===== src/hdl/lmr_pkg.sv =====
// Shared constants and types for the learning MAC-to-IP route table.
package lmr_pkg;

	localparam int TABLE_DEPTH = 16;
	localparam int IDX_W = (TABLE_DEPTH > 1) ? $clog2(TABLE_DEPTH) : 1;
	localparam int CNT_W = $clog2(TABLE_DEPTH + 1);
	localparam int MAC_W = 48;
	localparam int IP_W = 32;
	localparam int FUNC_W = 2;
	localparam int HIT_IDX_W = 4;

	localparam logic [IP_W-1:0] SERVER_IP_RST = 32'hC0A8_00A0;

	localparam logic [FUNC_W-1:0] FUNC_DOWN = 2'd0;
	localparam logic [FUNC_W-1:0] FUNC_UP = 2'd1;

	typedef struct packed {
		logic entry_ok;
		logic wr_en;
		logic capture;
	} cell_ctl_t;

endpackage


===== src/hdl/lmr_cell.sv =====
// One table entry: stored key and address, compare, and first-match chain links.
module lmr_cell (
	input  logic                      clk,
	input  lmr_pkg::cell_ctl_t        ctl,
	input  logic [lmr_pkg::MAC_W-1:0] query_mac,
	input  logic [lmr_pkg::IP_W-1:0]  wr_ip,
	input  logic                      any_in,
	output logic                      any_out,
	input  logic                      prior_in,
	output logic                      prior_out,
	output logic                      sel,
	output logic [lmr_pkg::IP_W-1:0]  ip_sel
);

	logic [lmr_pkg::MAC_W-1:0] key_q;
	logic [lmr_pkg::IP_W-1:0]  ip_q;
	logic                      match;
	logic                      match_s2;

	assign match = ctl.entry_ok && (key_q == query_mac);
	assign any_out = any_in | match;

	always_ff @(posedge clk) begin
		if (ctl.wr_en) begin
			key_q <= query_mac;
			ip_q <= wr_ip;
		end
		if (ctl.capture) begin
			match_s2 <= match;
		end
	end

	// earliest match wins
	assign sel = match_s2 & ~prior_in;
	assign prior_out = prior_in | match_s2;
	assign ip_sel = sel ? ip_q : '0;

endmodule


===== src/hdl/learning_mac_ip_route_table.sv =====
// Top level of the learning MAC-to-IP route table: staging, cell row, result register.
//
// Channel  Handshake            Payload
// in       in_valid / in_stall  func, dest_mac, src_ip
// out      out_valid / out_stall forward, to_server, forward_ip, hit, hit_index,
//                                learned, table_full
// cfg      cfg_wr_en            cfg_wr_data (server_ip)
//
// One transfer per cycle while out_stall is low; registered through stage 1 and stage 2.
// Stage 1 compares the key in every cell at once and writes a learned entry.
// Stage 2 resolves the first match along the cell row and loads the result register.
// Reset empties the table (entry count zero) and loads the default server address.
// A stalled output holds stage 2, then stage 1, then raises in_stall.
module learning_mac_ip_route_table (
	input  logic                         clk,
	input  logic                         arst_n,
	input  logic                         in_valid,
	output logic                         in_stall,
	input  logic [lmr_pkg::FUNC_W-1:0]   func,
	input  logic [lmr_pkg::MAC_W-1:0]    dest_mac,
	input  logic [lmr_pkg::IP_W-1:0]     src_ip,
	input  logic                         cfg_wr_en,
	input  logic [lmr_pkg::IP_W-1:0]     cfg_wr_data,
	output logic                         out_valid,
	input  logic                         out_stall,
	output logic                         forward,
	output logic                         to_server,
	output logic [lmr_pkg::IP_W-1:0]     forward_ip,
	output logic                         hit,
	output logic [lmr_pkg::HIT_IDX_W-1:0] hit_index,
	output logic                         learned,
	output logic                         table_full
);

	localparam int DEPTH = lmr_pkg::TABLE_DEPTH;

	logic [lmr_pkg::IP_W-1:0]   server_ip_q;
	logic [lmr_pkg::CNT_W-1:0]  count_q;

	logic                       valid_s1;
	logic [lmr_pkg::FUNC_W-1:0] func_s1;
	logic [lmr_pkg::MAC_W-1:0]  mac_s1;
	logic [lmr_pkg::IP_W-1:0]   sip_s1;

	logic                       valid_s2;
	logic [lmr_pkg::FUNC_W-1:0] func_s2;
	logic                       learned_s2;
	logic                       full_s2;

	logic                       out_valid_q;
	logic                       forward_q;
	logic                       to_server_q;
	logic [lmr_pkg::IP_W-1:0]   forward_ip_q;
	logic                       hit_q;
	logic [lmr_pkg::HIT_IDX_W-1:0] hit_index_q;
	logic                       learned_q;
	logic                       full_q;

	logic                       s1_adv;
	logic                       s2_adv;
	logic                       in_xfer;
	logic                       tbl_full;
	logic                       learn_s1;
	logic                       refuse_s1;

	logic [DEPTH:0]             any_c;
	logic [DEPTH:0]             prior_c;
	logic [DEPTH-1:0]           sel_c;
	logic [lmr_pkg::IP_W-1:0]   ip_c [DEPTH];
	lmr_pkg::cell_ctl_t         ctl_c [DEPTH];

	logic [lmr_pkg::IP_W-1:0]   hit_ip;
	logic [lmr_pkg::IDX_W-1:0]  hit_idx;

	assign s2_adv = valid_s2 & (~out_valid_q | ~out_stall);
	assign s1_adv = valid_s1 & (~valid_s2 | s2_adv);
	assign in_stall = valid_s1 & ~s1_adv;
	assign in_xfer = in_valid & ~in_stall;

	assign tbl_full = (count_q == lmr_pkg::CNT_W'(DEPTH));
	assign learn_s1 = valid_s1 && (func_s1 == lmr_pkg::FUNC_UP) && !any_c[DEPTH] && !tbl_full;
	assign refuse_s1 = (func_s1 == lmr_pkg::FUNC_UP) && !any_c[DEPTH] && tbl_full;

	assign any_c[0] = 1'b0;
	assign prior_c[0] = 1'b0;

	for (genvar i = 0; i < DEPTH; i++) begin : g_cell
		assign ctl_c[i].entry_ok = (lmr_pkg::CNT_W'(i) < count_q);
		assign ctl_c[i].wr_en = s1_adv & learn_s1 & (count_q == lmr_pkg::CNT_W'(i));
		assign ctl_c[i].capture = s1_adv;

		lmr_cell u_cell (
			.clk       (clk),
			.ctl       (ctl_c[i]),
			.query_mac (mac_s1),
			.wr_ip     (sip_s1),
			.any_in    (any_c[i]),
			.any_out   (any_c[i+1]),
			.prior_in  (prior_c[i]),
			.prior_out (prior_c[i+1]),
			.sel       (sel_c[i]),
			.ip_sel    (ip_c[i])
		);
	end

	always_comb begin
		hit_ip = '0;
		hit_idx = '0;
		for (int i = 0; i < DEPTH; i++) begin
			hit_ip = hit_ip | ip_c[i];
			if (sel_c[i]) begin
				hit_idx = hit_idx | lmr_pkg::IDX_W'(i);
			end
		end
	end

	always_ff @(posedge clk or negedge arst_n) begin
		if (!arst_n) begin
			server_ip_q <= lmr_pkg::SERVER_IP_RST;
			count_q <= '0;
			valid_s1 <= 1'b0;
			valid_s2 <= 1'b0;
			out_valid_q <= 1'b0;
		end else begin
			if (cfg_wr_en) begin
				server_ip_q <= cfg_wr_data;
			end
			if (s1_adv && learn_s1) begin
				count_q <= count_q + 1'b1;
			end
			if (in_xfer) begin
				valid_s1 <= 1'b1;
			end else if (s1_adv) begin
				valid_s1 <= 1'b0;
			end
			if (s1_adv) begin
				valid_s2 <= 1'b1;
			end else if (s2_adv) begin
				valid_s2 <= 1'b0;
			end
			if (s2_adv) begin
				out_valid_q <= 1'b1;
			end else if (out_valid_q && !out_stall) begin
				out_valid_q <= 1'b0;
			end
		end
	end

	always_ff @(posedge clk) begin
		if (in_xfer) begin
			func_s1 <= func;
			mac_s1 <= dest_mac;
			sip_s1 <= src_ip;
		end
		if (s1_adv) begin
			func_s2 <= func_s1;
			learned_s2 <= learn_s1;
			full_s2 <= refuse_s1;
		end
		if (s2_adv) begin
			forward_q <= 1'b0;
			to_server_q <= 1'b0;
			forward_ip_q <= '0;
			hit_q <= 1'b0;
			hit_index_q <= '0;
			learned_q <= 1'b0;
			full_q <= 1'b0;
			case (func_s2)
				lmr_pkg::FUNC_DOWN: begin
					if (prior_c[DEPTH]) begin
						forward_q <= 1'b1;
						forward_ip_q <= hit_ip;
						hit_q <= 1'b1;
						hit_index_q <= lmr_pkg::HIT_IDX_W'(hit_idx);
					end
				end
				lmr_pkg::FUNC_UP: begin
					forward_q <= 1'b1;
					to_server_q <= 1'b1;
					forward_ip_q <= server_ip_q;
					hit_q <= prior_c[DEPTH];
					hit_index_q <= lmr_pkg::HIT_IDX_W'(hit_idx);
					learned_q <= learned_s2;
					full_q <= full_s2;
				end
				default: begin
				end
			endcase
		end
	end

	assign out_valid = out_valid_q;
	assign forward = forward_q;
	assign to_server = to_server_q;
	assign forward_ip = forward_ip_q;
	assign hit = hit_q;
	assign hit_index = hit_index_q;
	assign learned = learned_q;
	assign table_full = full_q;

endmodule


===== config.mk =====
export PLATFORM = sky130hd
export DESIGN_NAME = learning_mac_ip_route_table
export DESIGN_NICKNAME = d
export VERILOG_FILES = /design/src/hdl/lmr_pkg.sv /design/src/hdl/lmr_cell.sv /design/src/hdl/learning_mac_ip_route_table.sv
export SDC_FILE = /design/constraint.sdc
export NUM_CORES = 2
export LEC_CHECK = 0
export BUFFER_PORTS_ARGS = -buffer_cell sky130_fd_sc_hd__buf_2
export CORE_UTILIZATION = 30
export DETAILED_ROUTE_END_ITERATION = 10
export SYNTH_ARGS = -nofsm -noshare
export SYNTH_HDL_FRONTEND = slang
export SYNTH_HIERARCHICAL = 1
export SYNTH_SLANG_ARGS = --single-unit

===== constraint.sdc =====
create_clock -name clk -period 12.6 [get_ports clk]
set_clock_uncertainty 0.05 [all_clocks]
set_input_delay 1.26 -clock clk [delete_from_list [all_inputs] [get_ports clk]]
set_output_delay 1.26 -clock clk [all_outputs]
set_load 0.01 [all_outputs]

==> out/metrics.yaml <==
sta:
  worstMarginPinSlew_ns: 1.21
  holdWs_ns: 0.446
  fmax_ghz: 0.137
  rsz0062_at_grt: "no"
  max-slew-margin-rel_pct: 19.2
  hold_viol: 0
  timing.final.crit_period_ns: 7.30
  maxSlewViolCount: 0
  setup_viol: 0
  tns_ns: 0
  fin_crit_sh_pct: 57.9
clock_tree:
  ctsHoldBuffers: 0
  postCtsSetupRepairBufs: 0
  clkLatencyLatePin_ns: 0.80
  numCtsBuffers: 152
  htree_levels: 4
  cts_tree: "done"
  cts_root_buf: "clkbuf_16"
  clock_sinks: 1463
  clk_pin_slew_ns: 0.06
  clock_path_buffers: 3
  cts-resized-gates: 0
yosys:
  ys_seq_area_share_pct: 74.3
  synth_area_leader_cell: "edfxtp_1"
  ys_types: 51
  avgSynthCellArea_um2: 16.5
  async_flop_share_pct: 2.73
  synth_top_flop_cell: "edfxtp_1"
  ys_warn_count: 6
  synth-edff-count: 1423
  synth-seq-cells: 1463
  yosys-top-cells-area: "edfxtp_1, xor2_1, and2_1"
  syn_inst: 3579
  yosys.area.top_type_share_pct: 72.6
  syn_area_um2: 58900
worst_setup_path:
  critPathRequiredTime_ns: 12.94
  cp.arrival_ns: 7.64
  worst-setup-path-type: "flip-flop to flip-flop"
  cp-end-kind: "flip-flop"
  start_kind: "flip-flop"
  cp_max_fo: 47
layout:
  fin_nets: 4027
  nFillCells: 18500
  final_area_um2: 68300
  drive_gt1_share_pct: 14.7
  syn2layout_area_growth_pct: 16.0
grt:
  grt_pass1_wl_um: 204000
  grt_max_degree: 60
  grt_pass1_vias: 30300
  antenna_found_initial: 18
  grt.overflow.total: 0
  grtUsageTotal_pct: 13.9
floorplanning:
  num_rows: 162
  dieArea_um2: 198000
  start_util_pct: 30.2
  die_x_um: 445
  ios: 162
  die_h_um: 445
  core-area_um2: 195000
routing:
  via_count: 30700
  drtIter0Drc: 2645
  firstDrtPassIters: 7
  wl_per_cell_um: 21.1
  drt.antenna.violating_nets: 0
  routed_wl_um: 140000
  via_per_inst: 4.62
  remaining_drc_errors: 0
power:
  power.total_mw: 10.5
  vdd_ir_drop_max_uv: 119
  leakage_nw: 23.0
  power.density_nw_per_um2: 153
worst_hold_path:
  hold_class: "flip-flop to flip-flop"
placement:
  place_area_um2: 63500
  place_congestion: 0.850
  port_buffers: 161
  hpwlAfterDp_um: 84200
outcome:
  outcome: "finished, final reports clean"
run:
  maxCapViolCount: 0
layout make-up:
cell class                      instances  area, µm²  share of cell area (%)
Antenna cell                            1       2.50                 0.00366
Multi-Input combinational cell       1919      14600                    21.4
Tap cell                             2624       3280                    4.81
Inverter                              134        503                   0.736
Sequential cell                      1463      43700                    64.0
Timing Repair Buffer                  235       1360                    1.99
Clock inverter                         77        746                    1.09
Clock buffer                          193       4080                    5.98
critical path, cell delays in order, from the launching register on:
cell and delay, ns:
dfrtp_1 0.52, nor3_4 0.36, nand2_1 0.10, o21ai_0 0.10, nor4_1 0.11, and3_1 0.18, a41o_1 0.23, a41o_1 0.20
a41o_1 0.21, a41o_1 0.20, a41o_1 0.20, a41o_1 0.19, a41o_1 0.21, a41o_1 0.22, a41o_1 0.21, a41o_1 0.20
a41o_1 0.19, a41o_1 0.21, a41o_1 0.21, a41o_1 0.21, a41o_1 0.21, a41o_1 0.25, nor4b_2 0.27, and3_2 0.32
and3_4 0.61, buf_4 0.81
where the power goes:
part           switching, mW  total, mW  internal [mW]
clock network           1.88       4.37           2.49
registers             0.0733       5.53           5.46
logic                  0.364      0.557          0.193
total                   2.31       10.5           8.14
per-stage QoR:
step	setup slack [ns]	std cells	util (%)
after floorplan	1.29	3581	-
after global placement	5.49	6375	32.6
after detailed placement	5.43	6375	32.6
after CTS	5.36	6645	35.0
after global routing	5.06	6645	35.0
final	5.30	6646	35.0
cell usage in the layout, fill, tap and decap left out, types with 20 or more instances in the layout:
master	synthesis	routed
a22o_1	64	64
and2_1	518	517
clkinv_1	0	27
o22ai_1	48	48
nor3_2	16	20
mux2_2	30	30
inv_1	134	134
dfrtp_1	33	33
edfxtp_1	1423	1423
clkbuf_1	50	34
xnor2_1	180	180
nand4_1	100	100
buf_4	1	74
buf_2	10	161
clkbuf_16	0	157
xor2_1	464	464
nor4_1	258	258
nor2_1	23	21
synth_stat cells, types with 2 or more instances:
library cell  instances
dfrtp_1              33
o21ai_0              19
inv_1               134
nor2b_1              21
mux2_2               30
dfstp_2               7
a22o_1               64
nor3_1                7
or4_4                16
buf_2                10
or2_2                16
a222oi_1             16
nand2b_1              7
a21o_1                4
o22ai_1              48
xor2_1              464
xnor2_1             180
nor4_1              258
a41o_1               16
a31oi_1               3
mux2_1                2
o2bb2ai_2            16
nor2_1               23
nand4_1             100
buf_6                 4
ha_1                  3
edfxtp_1           1423
and4_1               16
and2_2                2
o21bai_1              2
nand3_1               2
and3_1               25
nor3_2               16
clkbuf_1             50
and2_1              518
nand2_1               9
flip-flops by register name, summed over array words and instances, names as in the netlist:
signal	flops
g_cell.u_cell/key_q	768
g_cell.u_cell/ip_q	512
mac_s1	48
forward_ip	32
server_ip_q	32
sip_s1	32
g_cell.u_cell/match_s2	16
count_q	5
hit_index	4
func_s1	2
func_s2	2
forward	1
full_s2	1
hit	1
learned	1
learned_s2	1
out_valid	1
table_full	1
to_server	1
valid_s1	1
valid_s2	1
worst paths after layout:
kind	cells past startpoint	endpoint	slack (ns)	startpoint
min reg2reg	1	server_ip_q[4]	0.45	server_ip_q[4]
min in group asynchronous	2	count_q[2]	0.57	arst_n
max in group asynchronous	2	server_ip_q[17]	11.38	arst_n
max	25	g_cell[12].u_cell/ip_q[25]	5.30	count_q[3]
min	1	server_ip_q[4]	0.45	server_ip_q[4]
max reg2reg	25	g_cell[12].u_cell/ip_q[25]	5.30	count_q[3]
metal layers:
layer	vias to the layer above	wire, µm	track usage (%)
met3	230	8290	2.59
met2	850	66100	22.6
met4	4	3320	3.79
li1	14100	-	-
met1	15500	62500	19.1
met5	-	23	0
cell families after synthesis:
logic type | count (synthesis) | synth area share [%]
AO/OA/AOI/OAI | 191 | 2.72
XOR/XNOR | 644 | 9.58
adder cells (fa/ha/maj) | 3 | 0.0637
buffers and inverters | 199 | 1.35
flip-flops | 1463 | 74.3
multiplexers | 33 | 0.637
other | 1 | 0.00637
AND/OR/NAND/NOR | 1045 | 11.4
No activity file was read; power rests on OpenSTA's default activity.
